--- src/design/ost_isqrt.sv ---
module ost_isqrt #(
  parameter int RAD_W = 48,
  parameter int TAG_W = 1
) (
  input  logic                 clk,
  input  logic                 rst,
  input  logic                 in_valid,
  input  logic [RAD_W-1:0]     rad,
  input  logic [TAG_W-1:0]     in_tag,
  output logic                 out_valid,
  output logic [RAD_W/2-1:0]   root,
  output logic [TAG_W-1:0]     out_tag
);

  localparam int ROOT_W = RAD_W / 2;
  localparam int REM_W = ROOT_W + 3;

  logic               vld [ROOT_W];
  logic [RAD_W-1:0]   rd  [ROOT_W];
  logic [REM_W-1:0]   rm  [ROOT_W];
  logic [ROOT_W-1:0]  rt  [ROOT_W];
  logic [TAG_W-1:0]   tg  [ROOT_W];

  for (genvar j = 0; j < ROOT_W; j++) begin : g_digit
    logic              sv;
    logic [RAD_W-1:0]  srd;
    logic [REM_W-1:0]  srm;
    logic [ROOT_W-1:0] srt;
    logic [TAG_W-1:0]  stg;
    logic [REM_W-1:0]  cur;
    logic [REM_W-1:0]  trial;

    if (j == 0) begin : g_first
      assign sv = in_valid;
      assign srd = rad;
      assign srm = '0;
      assign srt = '0;
      assign stg = in_tag;
    end else begin : g_next
      assign sv = vld[j-1];
      assign srd = rd[j-1];
      assign srm = rm[j-1];
      assign srt = rt[j-1];
      assign stg = tg[j-1];
    end

    assign cur = {srm[REM_W-3:0], srd[RAD_W-1 -: 2]};
    assign trial = {1'b0, srt, 2'b01};

    always_ff @(posedge clk) begin
      if (rst) begin
        vld[j] <= 1'b0;
      end else begin
        vld[j] <= sv;
      end
      rd[j] <= srd << 2;
      tg[j] <= stg;
      if (cur >= trial) begin
        rm[j] <= cur - trial;
        rt[j] <= {srt[ROOT_W-2:0], 1'b1};
      end else begin
        rm[j] <= cur;
        rt[j] <= {srt[ROOT_W-2:0], 1'b0};
      end
    end
  end

  assign out_valid = vld[ROOT_W-1];
  assign root = rt[ROOT_W-1];
  assign out_tag = tg[ROOT_W-1];

endmodule

--- config.mk ---
export PLATFORM = sky130hd
export DESIGN_NAME = ost_isqrt
export DESIGN_NICKNAME = d
export VERILOG_FILES = /design/src/design/ost_isqrt.sv
export SDC_FILE = /design/constraint.sdc
export NUM_CORES = 2
export LEC_CHECK = 0
export BUFFER_PORTS_ARGS = -buffer_cell sky130_fd_sc_hd__buf_4
export CAP_MARGIN = 25
export CORE_MARGIN = 2
export CORE_UTILIZATION = 30
export CTS_BUF_LIST = sky130_fd_sc_hd__clkbuf_8
export DETAILED_ROUTE_END_ITERATION = 8
export PLACE_DENSITY = 0.5
export SLEW_MARGIN = 30
export SYNTH_ARGS = -nofsm -noshare
export SYNTH_HDL_FRONTEND = slang
export SYNTH_SLANG_ARGS = --single-unit
--- constraint.sdc ---
create_clock -name clk -period 4.2 [get_ports clk]
set_input_delay 0.21 -clock clk [delete_from_list [all_inputs] [get_ports clk]]
set_output_delay 0.21 -clock clk [all_outputs]
set_load 0.02 [all_outputs]
==> impl_metrics.env <==
export IMPL_synth_fp_nets=5420
export IMPL_crit_type="register to register"
export IMPL_cts_buffers=233
export IMPL_synth_area_um2=51900
export IMPL_dieWidth_um=420
export IMPL_critPathMaxStageDelay_ns=0.78
export IMPL_wl_per_cell_um=13.2
export IMPL_mostFrequentLayoutCells="1442 x dfxtp_1, 494 x inv_1, 351 x nor2_1"
export IMPL_ioPinCount=78
export IMPL_dp_cells=7380
export IMPL_finalNetCount=5785
export IMPL_critical_path_slowest_cell="nor3_1"
export IMPL_worstPathCellList="inv_1 -> ha_1 -> or3_1 -> o22ai_1 -> o21a_1 -> nor3_1 -> nor3_1 -> inv_2 -> nand2b_1 -> nor4_1 -> xor2_1"
export IMPL_fmax_ghz=0.291
export IMPL_syn_area_per_cell_um2=10.3
export IMPL_final_common_cell="dfxtp_1"
export IMPL_ys_types=85
export IMPL_cap_violations=0
export IMPL_clk_latency_ns=0.95
export IMPL_peakVddDrop_uv=299
export IMPL_crit_path_max_fanout=20
export IMPL_drive_above_1_share=0.101
export IMPL_synthCells=5043
export IMPL_gp_congestion=0.855
export IMPL_post_cts_buffers=0
export IMPL_grt_max_degree=42
export IMPL_grt_pass1_vias=34400
export IMPL_port_buffers=77
export IMPL_cp_start_kind="register"
export IMPL_dr_pass1_iters=7
export IMPL_synth_async_reset_ratio=0
export IMPL_period_needed_ns=3.44
export IMPL_core_area_um2=172000
export IMPL_fin_hold_ws_ns=0.175
export IMPL_status="complete, no violations"
export IMPL_num_rows=152
export IMPL_areaGrowthSynthToFinish_pct=18.6
export IMPL_drtIter0Drc=1705
export IMPL_drc=0
export IMPL_p_leak_uw=0.0285
export IMPL_muxShareOfSynthArea=0.0109
export IMPL_slew_headroom=0.359
export IMPL_ant_nets=0
export IMPL_avgViaCountPerCell=4.40
export IMPL_seq_area_frac_synth=0.557
export IMPL_dpl_instance_area_um2=55300
export IMPL_hpwl_mm=76.6
export IMPL_grt_pass1_wl_mm=171
export IMPL_power_density_nw_per_um2=594
export IMPL_synth_xor_area_frac=0.0704
export IMPL_synth_simple_area_share=0.131
export IMPL_cts_max_level=4
export IMPL_yosys_warnings=0
export IMPL_critPathTopFamily="simple AND/OR/NAND/NOR gates"
export IMPL_setup_slack_ns=0.760
export IMPL_hold_violations=0
export IMPL_drt_wl_total_mm=104
export IMPL_synth_compound_area_frac=0.116
export IMPL_synth_edf_count=0
export IMPL_rsz0062_at_grt="false"
export IMPL_synth_seq_cells=1442
export IMPL_crit_buf_inv=2
export IMPL_dieArea_um2=176000
export IMPL_cts_sinks=1442
export IMPL_cts_buffer_depth=3
export IMPL_crit_arrival_ns=4.24
export IMPL_clock_skew_ns=0.0801
export IMPL_tightest_slew_ns=0.953
export IMPL_worstPathRequired_ns=5.00
export IMPL_dr_total_vias=34800
export IMPL_path_clk_slew_ns=0.06
export IMPL_gr_total_overflow=0
export IMPL_finish_instance_area_um2=61500
export IMPL_ys_flop_type="dfxtp_1"
export IMPL_fillers=17300
export IMPL_hold_path_class="input port to register"
export IMPL_drv_slew=0
export IMPL_setup_viol=0
export IMPL_final_cell_count_no_fill=7915
export IMPL_pre_cts_ws_ns=0.737
export IMPL_antenna_found_initial=3
export IMPL_initial_core_util=0.302
export IMPL_cts_resized=0
export IMPL_synthAdderAreaFrac=0.0784
export IMPL_synth_top_family_by_area="simple AND/OR/NAND/NOR gates"
export IMPL_root_buffer="clkbuf_8"
export IMPL_crit_top_cell="nor3_1"
export IMPL_end_kind="register"
export IMPL_timing_final_crit_share=0.819
export IMPL_tns_ns=0
export IMPL_die_h_um=420
export IMPL_tritoncts="done"
export IMPL_grt_total_usage=0.118
-- layer usage --
layer | track usage | wire, µm | vias up
met2 | 0.185 | 45800 | 599
li1 | - | - | 18000
met3 | 0.0293 | 4910 | 217
met5 | 0 | 0 | -
met1 | 0.154 | 50300 | 16000
met4 | 0.0509 | 3330 | 0
-- worst paths after layout --
kind,endpoint,start,slack (ns),cells past startpoint
worst max register to register,rm[1][132],rt[1][73],0.76,11
worst max-delay path,rm[1][132],rt[1][73],0.76,11
worst min register to register,rd[1][28],rd[0][348],0.29,0
worst min-delay path,vld[0][1],rst,0.18,3
-- through the flow --
step                       util  total power, µW
after global placement    0.322            24000
after floorplan               -            22200
final                     0.358            36500
after CTS                 0.358            37200
after detailed placement  0.322            24100
after global routing      0.358            38800
-- what timing repair did --
| item | 4_1_cts | 5_1_grt |
|---|---|---|
| hold buffers | 103 | 0 |
| endpoints found under the setup margin | 0 | 0 |
| endpoints found under the hold margin | 74 | 0 |
-- tightest hold or removal path, delay by kind of cell --
kind          cells  cell delay, ns
buf+inv           2            0.78
simple gates      1            0.07
-- synth_stat cells, types with 8 or more instances --
cell type  instances  share of area
o211ai_1          20         0.0029
xnor2_1          252          0.043
nand4b_1          19         0.0032
nor3b_1           15         0.0022
xor2_1           165          0.028
and3_1            31         0.0037
nand2_1          264          0.019
inv_1            426          0.031
a31o_2             8         0.0014
nand3b_1          16         0.0023
a31oi_1           31         0.0037
o22ai_1            8        0.00097
a21o_1            86          0.012
dfxtp_1         1442           0.56
clkbuf_1          75         0.0054
nand3_1          114          0.011
mux2_2            44         0.0096
nor2b_1           73         0.0088
or2_2             21         0.0025
o31a_1             8         0.0014
o31ai_1           21         0.0030
a21oi_1          321          0.031
o41ai_1            8         0.0014
or3_1             56         0.0068
or4_1             25         0.0036
nor4_1            54         0.0065
nor2_1           351          0.025
a21boi_0          10         0.0014
o21ai_0          213          0.021
nand2b_1          64         0.0077
o21bai_1          27         0.0039
o2111ai_1         10         0.0017
o21a_1            77          0.011
nor3_1           128          0.012
ha_1             325          0.078
and2_1            17         0.0021
a2111oi_0         13         0.0022
nand4_1           54         0.0065
a211oi_1          24         0.0035
nor4b_1            8         0.0014
-- cells by family after synthesis --
logic type / count (synthesis)
adder cells (fa/ha/maj): 325
XOR/XNOR: 417
multiplexers: 51
buffers and inverters: 510
AO/OA/AOI/OAI: 959
AND/OR/NAND/NOR: 1338
other: 1
flip-flops: 1442
-- where the power goes --
group	internal (µW)	switching [µW]
Clock	7100	5610
Combinational	2960	3330
Sequential	15900	1610
-- layout make-up --
class / count / area, µm² / area share
Clock buffer: 306 / 4210 / 0.0685
Multi-Input combinational cell: 3091 / 21100 / 0.343
Clock inverter: 124 / 948 / 0.0154
Tap cell: 2310 / 2890 / 0.0470
Timing Repair Buffer: 211 / 1850 / 0.0300
Inverter: 429 / 1610 / 0.0262
Antenna cell: 2 / 5.00 / 0.0000814
Sequential cell: 1442 / 28900 / 0.469
-- state kept, by name (all words and copies together), names as in the netlist --
signal and flops:
rt 300, vld 24, rm 542, rd 552, tg 24
No activity file was read; power rests on OpenSTA's default activity.
